$ cat config.mk
export PLATFORM = sky130hd
export DESIGN_NAME = font_unicode_table_parser
export DESIGN_NICKNAME = d
export VERILOG_FILES = /design/src/rtl/futp_pkg.sv /design/src/rtl/font_unicode_table_parser.sv /design/src/rtl/futp_decode.sv /design/src/rtl/futp_out_buf.sv
export SDC_FILE = /design/constraint.sdc
export NUM_CORES = 1
export LEC_CHECK = 0
export ABC_AREA = 1
export BUFFER_PORTS_ARGS = -buffer_cell sky130_fd_sc_hd__buf_4
export CAP_MARGIN = 20
export CORE_ASPECT_RATIO = 0.75
export CORE_MARGIN = 3
export CORE_UTILIZATION = 30
export DETAILED_ROUTE_END_ITERATION = 7
export PLACE_DENSITY = 0.54
export SYNTH_ARGS = -nofsm -noshare
export SYNTH_HDL_FRONTEND = slang
export SYNTH_HIERARCHICAL = 1
export SYNTH_SLANG_ARGS = --single-unit
export TNS_END_PERCENT = 5
$ cat constraint.sdc
create_clock -name aclk -period 7.42 [get_ports aclk]
set_clock_uncertainty 0.2 [all_clocks]
set_input_delay 0 -clock aclk [delete_from_list [all_inputs] [get_ports aclk]]
set_output_delay 0 -clock aclk [all_outputs]
set_load 0.02 [all_outputs]
$ cat src/rtl/futp_pkg.sv
// Shared types and constants for the font unicode table parser.
// No dependencies; every other file of the block imports this package.
`default_nettype none

package futp_pkg;

    // Byte classification constants of the UTF-8 style table encoding.
    localparam logic [7:0] GLYPH_END_BYTE = 8'hFF;
    localparam logic [7:0] ASCII_TOP_MASK = 8'h80;
    localparam logic [7:0] LEAD2_MASK     = 8'hE0;
    localparam logic [7:0] LEAD2_CODE     = 8'hC0;
    localparam logic [7:0] LEAD2_PAYLOAD  = 8'h1F;
    localparam logic [7:0] CONT_PAYLOAD   = 8'h3F;
    localparam logic [7:0] LEAD3_MASK     = 8'hF0;
    localparam logic [7:0] LEAD3_CODE     = 8'hE0;
    localparam logic [7:0] LEAD3_PAYLOAD  = 8'h0F;
    localparam logic [7:0] LEAD4_MASK     = 8'hF8;
    localparam logic [7:0] LEAD4_CODE     = 8'hF0;

    localparam int unsigned POINT_W = 16;
    localparam int unsigned GLYPH_W = 16;

    typedef enum logic [1:0] {
        KIND_NONE  = 2'd0,
        KIND_TWO   = 2'd1,
        KIND_THREE = 2'd2,
        KIND_FOUR  = 2'd3
    } seq_kind_t;

    // Sequence state carried from one byte to the next.
    typedef struct packed {
        logic [GLYPH_W-1:0] glyph_counter;
        logic [1:0]         bytes_pending;
        seq_kind_t          sequence_kind;
        logic [POINT_W-1:0] point_accumulator;
    } parse_state_t;

    // One map write: code point and the glyph it maps to.
    typedef struct packed {
        logic [POINT_W-1:0] code_point;
        logic [GLYPH_W-1:0] glyph_number;
    } map_word_t;

endpackage

`default_nettype wire

$ cat src/rtl/font_unicode_table_parser.sv
// Top level of the font unicode table parser.
// Depends on futp_pkg, futp_decode and futp_out_buf.
`default_nettype none

// The parser takes the unicode mapping table of a bitmap font one byte per
// word on the s_ channel and emits one map word (code point, glyph number)
// on the m_ channel for every character it decodes. A byte 0xFF closes the
// entries of the current glyph and advances the glyph number, which wraps
// from 0xFFFF to 0. Bytes below 0x80 map directly; two- and three-byte
// UTF-8 leads take the next one or two bytes as continuations whatever
// their value, and four-byte leads take three bytes and map code point 0.
// Other bytes with the top bit set are dropped silently. The decode is a
// single pass of logic from the sequence state registers to the output
// register, so a byte can be accepted on every clock while s_ready is
// high. A one-word skid stage behind the output register lets the parser
// keep accepting while one decoded word waits; s_ready drops only when both
// the output register and the skid stage hold words. A sequence cut short
// simply waits for its next byte. After reset the glyph number is 0.

module font_unicode_table_parser
    import futp_pkg::*;
(
    input  wire logic               aclk,
    input  wire logic               aresetn,
    input  wire logic               s_valid,
    output logic                    s_ready,
    input  wire logic [7:0]         s_table_byte,
    output logic                    m_valid,
    input  wire logic               m_ready,
    output logic [POINT_W-1:0]      m_code_point,
    output logic [GLYPH_W-1:0]      m_glyph_number
);

    parse_state_t state_reg, state_next;
    parse_state_t dec_state;
    logic         dec_valid;
    map_word_t    dec_word;
    map_word_t    out_word;
    logic         buf_room;
    logic         in_fire;

    assign s_ready = buf_room;
    assign in_fire = s_valid && buf_room;

    // Sequence decode of the incoming byte against the registered state.
    futp_decode u_decode (
        .table_byte (s_table_byte),
        .state_cur  (state_reg),
        .state_next (dec_state),
        .word_valid (dec_valid),
        .word       (dec_word)
    );

    // The state advances only when a byte is actually accepted.
    assign state_next = in_fire ? dec_state : state_reg;

    always_ff @(posedge aclk) begin
        if (!aresetn) begin
            state_reg.glyph_counter     <= '0;
            state_reg.bytes_pending     <= 2'd0;
            state_reg.sequence_kind     <= KIND_NONE;
            state_reg.point_accumulator <= '0;
        end else begin
            state_reg <= state_next;
        end
    end

    // Output register plus skid stage toward the map writer.
    futp_out_buf u_out_buf (
        .aclk      (aclk),
        .aresetn   (aresetn),
        .in_valid  (in_fire && dec_valid),
        .in_room   (buf_room),
        .in_word   (dec_word),
        .out_valid (m_valid),
        .out_ready (m_ready),
        .out_word  (out_word)
    );

    assign m_code_point   = out_word.code_point;
    assign m_glyph_number = out_word.glyph_number;

endmodule

`default_nettype wire

$ cat src/rtl/futp_decode.sv
// Combinational byte decoder: next sequence state and optional map word.
// Depends on futp_pkg.
`default_nettype none

module futp_decode
    import futp_pkg::*;
(
    input  wire logic [7:0]   table_byte,
    input  wire parse_state_t state_cur,
    output parse_state_t      state_next,
    output logic              word_valid,
    output map_word_t         word
);

    logic [5:0]         low6;
    logic [POINT_W-1:0] acc_next;
    logic [1:0]         pending_dec;

    assign low6        = table_byte[5:0] & CONT_PAYLOAD[5:0];
    assign pending_dec = state_cur.bytes_pending - 2'd1;

    always_comb begin
        acc_next = state_cur.point_accumulator;
        unique case (state_cur.sequence_kind)
            KIND_TWO: begin
                acc_next = state_cur.point_accumulator | {10'd0, low6};
            end
            KIND_THREE: begin
                if (state_cur.bytes_pending == 2'd2) begin
                    acc_next = state_cur.point_accumulator | {4'd0, low6, 6'd0};
                end else begin
                    acc_next = state_cur.point_accumulator | {10'd0, low6};
                end
            end
            default: begin
                acc_next = state_cur.point_accumulator;
            end
        endcase
    end

    always_comb begin
        state_next        = state_cur;
        word_valid        = 1'b0;
        word.code_point   = '0;
        word.glyph_number = state_cur.glyph_counter;

        if (state_cur.bytes_pending != 2'd0) begin
            // Every byte is taken as a continuation byte while one is due.
            state_next.point_accumulator = acc_next;
            state_next.bytes_pending     = pending_dec;
            if (pending_dec == 2'd0) begin
                word_valid               = 1'b1;
                word.code_point          = (state_cur.sequence_kind == KIND_FOUR) ?
                                           '0 : acc_next;
                state_next.sequence_kind = KIND_NONE;
            end
        end else if (table_byte == GLYPH_END_BYTE) begin
            state_next.glyph_counter = state_cur.glyph_counter + 16'd1;
        end else if ((table_byte & ASCII_TOP_MASK) == 8'h00) begin
            word_valid      = 1'b1;
            word.code_point = {8'd0, table_byte};
        end else if ((table_byte & LEAD2_MASK) == LEAD2_CODE) begin
            state_next.point_accumulator = {5'd0, table_byte[4:0] & LEAD2_PAYLOAD[4:0], 6'd0};
            state_next.bytes_pending     = 2'd1;
            state_next.sequence_kind     = KIND_TWO;
        end else if ((table_byte & LEAD3_MASK) == LEAD3_CODE) begin
            state_next.point_accumulator = {table_byte[3:0] & LEAD3_PAYLOAD[3:0], 12'd0};
            state_next.bytes_pending     = 2'd2;
            state_next.sequence_kind     = KIND_THREE;
        end else if ((table_byte & LEAD4_MASK) == LEAD4_CODE) begin
            state_next.point_accumulator = '0;
            state_next.bytes_pending     = 2'd3;
            state_next.sequence_kind     = KIND_FOUR;
        end
    end

endmodule

`default_nettype wire

$ cat src/rtl/futp_out_buf.sv
// Output register with a one-word skid stage for the map word channel.
// Depends on futp_pkg.
`default_nettype none

module futp_out_buf
    import futp_pkg::*;
(
    input  wire logic      aclk,
    input  wire logic      aresetn,
    input  wire logic      in_valid,
    output logic           in_room,
    input  wire map_word_t in_word,
    output logic           out_valid,
    input  wire logic      out_ready,
    output map_word_t      out_word
);

    logic      out_valid_reg, out_valid_next;
    logic      skid_valid_reg, skid_valid_next;
    map_word_t out_word_reg, out_word_next;
    map_word_t skid_word_reg, skid_word_next;
    logic      out_fire;

    assign out_fire  = out_valid_reg && out_ready;
    assign in_room   = !skid_valid_reg;
    assign out_valid = out_valid_reg;
    assign out_word  = out_word_reg;

    always_comb begin
        out_valid_next  = out_valid_reg;
        skid_valid_next = skid_valid_reg;
        out_word_next   = out_word_reg;
        skid_word_next  = skid_word_reg;
        if (skid_valid_reg) begin
            // The skid word moves up once the output word is taken.
            if (out_fire) begin
                out_word_next   = skid_word_reg;
                skid_valid_next = 1'b0;
            end
        end else if (in_valid) begin
            if (!out_valid_reg || out_fire) begin
                out_word_next  = in_word;
                out_valid_next = 1'b1;
            end else begin
                skid_word_next  = in_word;
                skid_valid_next = 1'b1;
            end
        end else if (out_fire) begin
            out_valid_next = 1'b0;
        end
    end

    always_ff @(posedge aclk) begin
        if (!aresetn) begin
            out_valid_reg  <= 1'b0;
            skid_valid_reg <= 1'b0;
        end else begin
            out_valid_reg  <= out_valid_next;
            skid_valid_reg <= skid_valid_next;
        end
        out_word_reg  <= out_word_next;
        skid_word_reg <= skid_word_next;
    end

endmodule

`default_nettype wire
Yosys cells after proc, flatten, opt, wreduce, memory -nomap -nowiden
Index checks and enable logic that the tools add are counted.
{"block": "word_totals", "inputBits": 12, "regBits": 102, "output_inout_bits": 34, "word_cells": 78}
{"block": "classes", "eq_ne": 13, "n_reduce_logical": 19, "muxes": 29, "addsub": 2, "n_bitwise": 5}
{"operator": "2-to-1 mux 32 bit", "count": 4}
{"operator": "2-to-1 mux 20 bit", "count": 6}
{"operator": "2-to-1 mux 16 bit", "count": 5}
{"operator": "case mux 16 bit (2 select lines)", "count": 1}
{"operator": "adder 16 x 1 -> 16 bit, second input constant", "count": 1}
{"operator": "bitwise OR 16 x 12 -> 16 bit", "count": 1}
{"operator": "bitwise OR 16 x 6 -> 16 bit", "count": 1}
{"operator": "AND reduction 3 bit", "count": 4}
{"operator": "2-to-1 mux 1 bit", "count": 11}
{"operator": "== test 8 bit, second input constant", "count": 1}
{"operator": "logical NOT 8 bit", "count": 1}
{"operator": "2-to-1 mux 8 bit", "count": 1}
{"operator": "nonzero test 2 bit", "count": 4}
{"operator": "== test 2 bit, second input constant", "count": 3}
{"operator": "inequality test 2 bit, second input constant", "count": 3}
{"operator": "== test 5 bit, second input constant", "count": 1}
{"operator": "AND reduction 5 bit", "count": 1}
{"operator": "== test 4 bit, second input constant", "count": 1}
{"operator": "inequality test 2 x 1 -> 1 bit, second input constant", "count": 2}
{"operator": "AND reduction 4 bit", "count": 1}
{"operator": "nonzero test 4 bit", "count": 1}
{"operator": "== test 3 bit, second input constant", "count": 1}
{"operator": "logical AND 1 bit", "count": 3}
{"operator": "NOT 1 bit", "count": 3}
{"operator": "6 further kinds", "count": 7}

Longest topological paths before layout
Gate-level depths: netlist (run 1).
{"block": "depth", "word_depth": 9, "depth_mapped": 11, "ltp_nobuf": 11}

Cells and area by module
Netlist (run 1), hierarchy kept.
{"module": "futp_out_buf", "cells_per_inst": 188, "area_per_inst_um2": 2478.6, "seq_area_each_um2": 1961.9, "n_inst": 1}
{"module": "font_unicode_table_parser", "cells_per_inst": 230, "area_per_inst_um2": 1495.2, "seq_area_each_um2": 720.7, "n_inst": 1}
{"module": "futp_decode", "cells_per_inst": 291, "area_per_inst_um2": 1485.2, "seq_area_each_um2": 0.0, "n_inst": 1}

Least setup slack after synthesis (run 1)
No wires, ideal clock.
{"block": "synth_path", "path_type": "flip-flop to flip-flop", "startpoint": "reg state_reg[19] (netlist bit)", "endpoint": "reg u_out_buf/skid_word_reg[0] (netlist bit) (enable)", "setup_time_ns": 0.461, "period_less_slack_ns": 4.053, "path_slack_ns": 3.367, "t_arrival_ns": 3.392, "stages_incl_launch_ff": 10, "n_path_buf": 1, "required_ns": 6.759, "cell_sequence": "dfxtp_1 > nor2_2 > inv_1 > or2_1 > buf_2 > nand2_1 > inv_1 > nor2_1 > inv_1 > nor3_1"}
{"block": "synth_between", "elab_chain_len": 6, "elab_cells_between_ends": 7, "classes_between": "add/sub (1); mux (2); reduce/logical (4)"}
{"item": "start, declared", "line": "font_unicode_table_parser.sv:34", "rtl": "parse_state_t state_reg, state_next;"}
{"item": "start signal, assigned", "line": "font_unicode_table_parser.sv:64", "rtl": "state_reg <= state_next;"}
{"item": "subtractor 2 x 1 -> 2 bit", "line": "futp_decode.sv:20", "rtl": "assign pending_dec = state_cur.bytes_pending - 2'd1;"}
{"item": "logical NOT 2 bit", "line": "futp_decode.sv:51", "rtl": "if (pending_dec == 2'd0) begin"}
{"item": "2-to-1 mux 1 bit", "line": "futp_decode.sv:51"}
{"item": "2-to-1 mux 1 bit (*)", "line": "futp_decode.sv:47", "rtl": "if (state_cur.bytes_pending != 2'd0) begin"}
{"item": "named net dec_valid", "line": "font_unicode_table_parser.sv:36", "rtl": "logic dec_valid;"}
{"item": "logical AND 1 bit (*)", "line": "font_unicode_table_parser.sv:72", "rtl": ".in_valid (in_fire && dec_valid),"}
{"item": "AND reduction 3 bit (no source line) (*)"}
{"item": "end signal, assigned", "line": "futp_out_buf.sv:62", "rtl": "skid_word_reg <= skid_word_next;"}
{"item": "end, declared", "line": "futp_out_buf.sv:21", "rtl": "map_word_t skid_word_reg, skid_word_next;"}
The timed path passes the listed nets; every way through them passes the cells marked *.
A chain may end at the register's enable or synchronous reset.

Final worst setup path (run 1)
{"block": "layout_path", "startpoint": "reg u_out_buf.skid_valid_reg", "endpoint": "reg u_out_buf/skid_word_reg[25] (netlist bit) (enable)"}
{"block": "layout_between", "elab_chain_len": 4, "elab_cells_between_ends": 5, "classes_between": "bitwise (1); reduce/logical (4)"}
{"item": "start, declared", "line": "futp_out_buf.sv:19", "rtl": "logic skid_valid_reg, skid_valid_next;"}
{"item": "start signal, assigned", "line": "futp_out_buf.sv:59", "rtl": "skid_valid_reg <= skid_valid_next;"}
{"item": "logical NOT 1 bit", "line": "futp_out_buf.sv:25", "rtl": "assign in_room = !skid_valid_reg;"}
{"item": "logical AND 1 bit", "line": "font_unicode_table_parser.sv:43", "rtl": "assign in_fire = s_valid && buf_room;"}
{"item": "logical AND 1 bit", "line": "font_unicode_table_parser.sv:72"}
{"item": "AND reduction 3 bit (no source line) (*)"}
Every way passes the cells marked *; elsewhere a longest branch is shown, timed or not.

==> flow_summary.ini, run 1 <==
[sta]
slew_headroom_pct = 51.7
finalWorstPathRequiredPeriod_ns = 2.81
clock.fmax_mhz = 356
report.final.hold_viol_count = 0
report.final.setup_viol = 0
fin_setup_tns_ns = 0
grt_setup_unrepaired = no
fin_crit_sh_pct = 37.8
maxSlewViolCount = 0
finalWorstSetupSlack_ns = 4.61
tightest_slew_ns = 0.724

[global_route]
grt_pass1_vias = 3730
grt_antenna_before_repair = 0
grtUsageMet1_pct = 19.4
global_route_wire_length_before_repair_mm = 19.8
total_global_routing_track_utilization_pct = 12.7
largest_net_degree_at_the_start_of_global_routing = 74
grtUsageMet3_pct = 3.04
grtUsageMet2_pct = 17.8
grt_remaining_overflow = 0
global_route.peak_usage_layer = met1

[floorplan]
core-area_um2 = 17800
initial_core_utilization_pct = 30.7
placementRows = 42
die_w_um = 162
floorplan.die_area_um2 = 19900
die-height_um = 123
io_pins = 46

[power_and_ir_drop]
leakage_nw = 2.79
power_per_cell_area_nw_per_um2 = 218
ir_drop_v = 0.0000970

[worst_setup_path]
critical-path-slowest-cell = nand2_4
crit_fanout = 73
worst_setup_path_end_kind = flop
worstSetupStartpointType = flop
cp.required_ns = 7.24
timing.critical_path.arrival_ns = 2.62
critPathMaxStageDelay_ns = 0.45
critical_path.cell_chain = inv_6, nand2_4, nor2_1, inv_1, nor3_2, buf_4
timing.setup.critical_path_class = reg -> reg

[logic_synthesis]
synth.top_cell.area_share_pct = 35.2
synth-seq-cells = 102
post_synth_instance_area_um2 = 5460
synth_top_cells_by_area = edfxtp_1, nand2_1, dfxtp_1, nor2_1, inv_1
syn_nets = 725
synthCells = 709
synth.lib_cells_used.distinct = 31
cell_taking_the_most_area_after_synthesis = edfxtp_1
synth-seq-area-share_pct = 49.1
yosys_warnings = 6
synthesis.area_per_instance_um2 = 7.70

[placement]
place.port_buffers = 45
gp_routability_congestion = 0.872
dp_worst_setup_slack_ns = 4.58
final_hpwl_dp_mm = 8.18

[cts]
clkSinkCount = 102
clock_insertion_delay_worst_skew_ns = 0.36
cts_max_path_buffers = 2
cts.root.buffer_cell = clkbuf_16
clock_transition_at_the_registers_of_the_reported_paths_ns = 0.07
cts.repair_timing.setup_buffer_count = 0
number_of_buffers_created_by_cts = 9
number_of_gates_resized_after_cts = 0
ctsHtreeMaxLevel = 3
cts_tree = done

[layout]
post-route-util_pct = 35.0
layout.filler_cells = 1891
area.growth.synth_to_final_pct = 13.8
fin_nets = 754
n_antenna_cell = 0
post_route_cells_drive_above_1_share_pct = 12.7
max_reg_flops = 36

[detailed_routing]
detail_route.wirelength_mm = 12.1
detail_route.vias_per_cell = 4.21
post_route_ant_nets = 0
wl_per_cell_um = 12.3
dr_iter_0_viols = 256
total_number_of_vias = 4151
drc = 0
dr.pass1.iters = 5

[outcome]
run_status = complete, no violations

[hold_path]
holdCritPathClass = in -> reg

[flow_run]
cap_violations = 0
what timing repair did:
| item | 4_1_cts | 5_1_grt |
|---|---|---|
| hold buffers | 10 | 0 |
| hold endpoints to repair | 50 | 0 |
| endpoints found under the setup margin | 0 | 0 |
placed cells by master, fill, tap and decap left out, types with 3 or more instances in the layout:
| cell | instances |
|---|---|
| dfxtp_1 | 38 |
| edfxtp_1 | 64 |
| nand4_1 | 4 |
| xnor2_1 | 4 |
| o22ai_1 | 6 |
| inv_1 | 93 |
| nor2_2 | 5 |
| buf_4 | 49 |
| nand2_1 | 240 |
| nand3_2 | 3 |
| nand2_2 | 6 |
| a21oi_1 | 14 |
| inv_2 | 5 |
| nor2_1 | 95 |
| dlygate4sd3_1 | 10 |
| o21ai_0 | 26 |
| o21ai_1 | 6 |
| ha_1 | 4 |
| nor2_4 | 4 |
| clkinv_4 | 3 |
| clkbuf_16 | 9 |
| nand3_1 | 37 |
through the flow:
| stage | hold WS (ns) | power, W | instances | cell area, um2 |
|---|---|---|---|---|
| 6_report | 0.0502 | 0.00135 | 985 | 6210 |
| 3_5_place_dp | 0.113 | 0.000875 | 959 | 5810 |
| 5_1_grt | 0.0764 | 0.00142 | 985 | 6210 |
| 2_1_floorplan | -0.0794 | 0.000822 | 709 | 5460 |
| 3_3_place_gp | 0.104 | 0.000874 | 959 | 5810 |
| 4_1_cts | 0.0266 | 0.00137 | 985 | 6210 |
power by group:
group          switching [W]  total, W  leakage [nW]  internal (W)
clock               0.000220  0.000488         0.151      0.000268
sequential         0.0000250  0.000664         0.928      0.000638
combinational       0.000131  0.000202          1.71     0.0000717
total               0.000376   0.00135          2.79      0.000978
cells by family after synthesis:
kind of cell / synth area share [%]
AND/OR/NAND/NOR: 30.7
AO/OA/AOI/OAI: 5.07
flip-flops: 49.1
buffers and inverters: 12.9
XOR/XNOR: 1.26
adder cells (fa/ha/maj): 0.917
per-layer routing:
layer | share of wire [%] | routed length, um | up-vias
met2 | 40 | 4870 | 81
met3 | 4.8 | 580 | 9
met5 | 0 | 0 | -
met4 | 0.94 | 114 | 0
met1 | 54 | 6540 | 1813
li1 | - | - | 2248
worst max-delay path: cells and delay by family (launching register included):
family	cells	cell delay [ns]
simple gates	3	1.11
buf+inv	3	0.78
flops	1	0.35
final cells by class:
| cell class | instances | area [um2] | area share (%) |
|---|---|---|---|
| Inverter | 99 | 377 | 6.06 |
| Clock buffer | 10 | 229 | 3.68 |
| Timing Repair Buffer | 59 | 468 | 7.53 |
| Clock inverter | 6 | 78.8 | 1.27 |
| Sequential cell | 102 | 2680 | 43.2 |
| Tap cell | 242 | 303 | 4.87 |
| Multi-Input combinational cell | 467 | 2080 | 33.4 |
cells in the mapped netlist (all sizes together):
library cell  number
o21ai             33
nand3             40
o22ai              6
or2                2
a21oi             14
nand2            248
nand3b             2
nand4              4
inv               99
buf               41
ha                 4
dfxtp             38
nor2             104
nor3               3
xnor2              5
edfxtp            64
xor2               2
path summary, 6_finish.rpt:
path / cells after the start / startpoint / endpoint / slack (ns)
worst max-delay path: 6 / u_out_buf/skid_valid_reg$_SDFF_PN0_ / u_out_buf/skid_word_reg[25]$_DFFE_PP_ / 4.61
worst min register to register: 2 / u_out_buf/skid_word_reg[31]$_DFFE_PP_ / u_out_buf/out_word[31]$_DFFE_PP_ / 0.32
worst max register to register: 6 / u_out_buf/skid_valid_reg$_SDFF_PN0_ / u_out_buf/skid_word_reg[25]$_DFFE_PP_ / 4.61
worst min-delay path: 7 / s_table_byte[7] / state_reg[15]$_SDFFE_PN0P_ / 0.05
(Power assumes the default switching activity.)
==> inputs of run 2 (changes only) <==
Settings changed: PLACE_DENSITY 0.54 to 0.55.
Clock period 7.42 ns to 2.51 ns, I/O delays scaled along.
==> run 2 against run 1 <==
Die area unchanged. Global-route usage decreased by 0.31 points. Final cell count increased by 0.51%. Non-clock buffer count up 5. Sequential power increased to 3.0 times the previous value. Via count up 0.99%. Sequential share of layout area shrank 0.30 points. Critical path depth grew 2. First-iteration DRC count increased by 27%. Worst hold slack lost 0.020 ns. Cell area increased by 0.85%. Combinational power increased to 3.0 times the previous value. Critical endpoint is now u_out_buf/out_word[18]$_DFFE_PP_. Highest routed layer unchanged.
==> flow_summary.ini, run 2 (same netlist as run 1, synthesis figures left out) <==
[power_and_ir_drop]
total_power_w = 0.00398
leakage_nw = 2.82
clkPwrFrac_pct = 35.6
net_switching_component_of_the_power_w = 0.00109
power.switching_fraction_pct = 27.3
power_per_cell_area_nw_per_um2 = 635
power_frac_seq_pct = 49.2
cell_internal_pwr_w = 0.00289
fraction_of_power_consumed_by_combinational_cells_pct = 15.2
ir_drop_v = 0.000352

[placement]
dp_worst_setup_slack_ns = 0.195
gp_routability_congestion = 0.929
place.port_buffers = 45
post_place_cells = 963
final_hpwl_dp_mm = 7.91

[sta]
clock.fmax_mhz = 447
maxSlewViolCount = 0
tightest_slew_ns = 0.694
fin_setup_tns_ns = 0
slew_headroom_pct = 53.7
report.final.setup_viol = 0
fin_crit_sh_pct = 89.1
report.final.hold_viol_count = 0
finalWorstPathRequiredPeriod_ns = 2.24
grt_setup_unrepaired = no
finalWorstSetupSlack_ns = 0.274

[worst_setup_path]
worst_setup_path_end_kind = flop
timing.setup.critical_path_class = reg -> reg
cp.required_ns = 2.42
timing.critical_path.arrival_ns = 2.15
worstSetupStartpointType = flop
ff2ff_path_depth = 8
crit_fanout = 8

[layout]
multiInputGateArea_um2 = 2100
max_reg_flops = 36
instances_no_fill = 990
layout.area.seq_um2 = 2690
fin_nets = 759
final_cell_mix = nand2_1, nor2_1, inv_1, edfxtp_1, buf_4
post_route_cells_drive_above_1_share_pct = 13.5
n_antenna_cell = 0
area.growth.synth_to_final_pct = 14.8
layout.filler_cells = 1852
leading_cell_type_in_the_layout_fill_and_taps_excluded = nand2_1

[hold_path]
whs_path_depth = 3
holdCritPathClass = in -> reg

[detailed_routing]
detail_route.wirelength_mm = 11.5
dr.pass1.iters = 5
wl_per_cell_um = 11.6
drc = 0
detail_route.vias_per_cell = 4.23
post_route_ant_nets = 0
total_number_of_vias = 4192
dr_iter_0_viols = 325

[floorplan]
placementRows = 42
die-height_um = 123
initial_core_utilization_pct = 30.7
floorplan.die_area_um2 = 19900
die_w_um = 162
io_pins = 46
core-area_um2 = 17800

[global_route]
largest_net_degree_at_the_start_of_global_routing = 73
total_global_routing_track_utilization_pct = 12.4
grt_pass1_vias = 3702
grt_remaining_overflow = 0
grt_antenna_before_repair = 0
global_route_wire_length_before_repair_mm = 19.5

[cts]
ctsHtreeMaxLevel = 3
cts.root.buffer_cell = clkbuf_16
number_of_buffers_created_by_cts = 9
cts_tree = done
clkSinkCount = 102
clock_insertion_delay_worst_skew_ns = 0.35
clock_transition_at_the_registers_of_the_reported_paths_ns = 0.07
cts_max_path_buffers = 2

[outcome]
run_status = complete, no violations

[flow_run]
cap_violations = 0
[run 2: cell types whose count changed in the layout (fill, tap and decap cells not counted), moves of 2 or more]
cell      change
clkinv_2      +2
clkinv_4      -3
nor2_4        +2
buf_4         +4
inv_6         +2
[run 2: power groups by stage]
stage	Sequential, W	Clock [W]	Combinational [W]
final	0.00196	0.00142	0.000606
after global routing	0.00197	0.00153	0.000694
after CTS	0.00196	0.00147	0.000607
after detailed placement	0.00200	0	0.000591
after global placement	0.00200	0	0.000596
after floorplan	0.00203	0	0.000407
[run 2: through the flow]
step | instance area (um2) | utilization (%) | hold slack, ns
after floorplan | 5490 | - | -0.0794
after global placement | 5860 | 33.0 | 0.0963
after detailed placement | 5860 | 33.0 | 0.0858
after CTS | 6260 | 35.3 | 0.0109
after global routing | 6270 | 35.3 | 0.0456
final | 6270 | 35.3 | 0.0297
[run 2: worst max-delay path, cell delays in order (launching register included)]
cell     delay (ns)
dfxtp_1        0.40
inv_1          0.08
ha_1           0.41
nor2_2         0.23
nand2_1        0.25
nand3_1        0.19
o22ai_1        0.10
nand2_1        0.10
nand2_1        0.04
[run 2: per-layer routing]
layer  global-route usage, %  vias up  part of all wire [%]
li1                        -     2253                     -
met4                    3.14        0                  0.91
met5                       0        -                     0
met2                    17.1      107                    39
met1                    18.8     1823                    53
met3                    3.81        9                   7.1
[run 2: worst paths after layout]
| check | to | slack (ns) | start |
|---|---|---|---|
| worst max-delay path | u_out_buf/out_word[18]$_DFFE_PP_ | 0.27 | state_reg[16]$_SDFFE_PN0P_ |
| worst min-delay path | u_out_buf/skid_word_reg[20]$_DFFE_PP_ | 0.03 | s_table_byte[4] |
| worst max register to register | u_out_buf/out_word[18]$_DFFE_PP_ | 0.27 | state_reg[16]$_SDFFE_PN0P_ |
| worst min register to register | u_out_buf/out_word[4]$_DFFE_PP_ | 0.32 | u_out_buf/skid_word_reg[4]$_DFFE_PP_ |
[run 2: what timing repair did]
action | in CTS | in global routing
setup buffers | 0 | 0
hold endpoints to repair | 46 | 0
setup endpoints to repair | 0 | 2
resized for setup | 0 | 1
hold buffers | 11 | 0
[run 2: cell type report]
type	instances	share of cell area (%)
Clock buffer	10	3.65
Clock inverter	6	1.10
Inverter	99	6.01
Multi-Input combinational cell	467	33.4
Sequential cell	102	42.9
Tap cell	242	4.83
Timing Repair Buffer	64	8.11
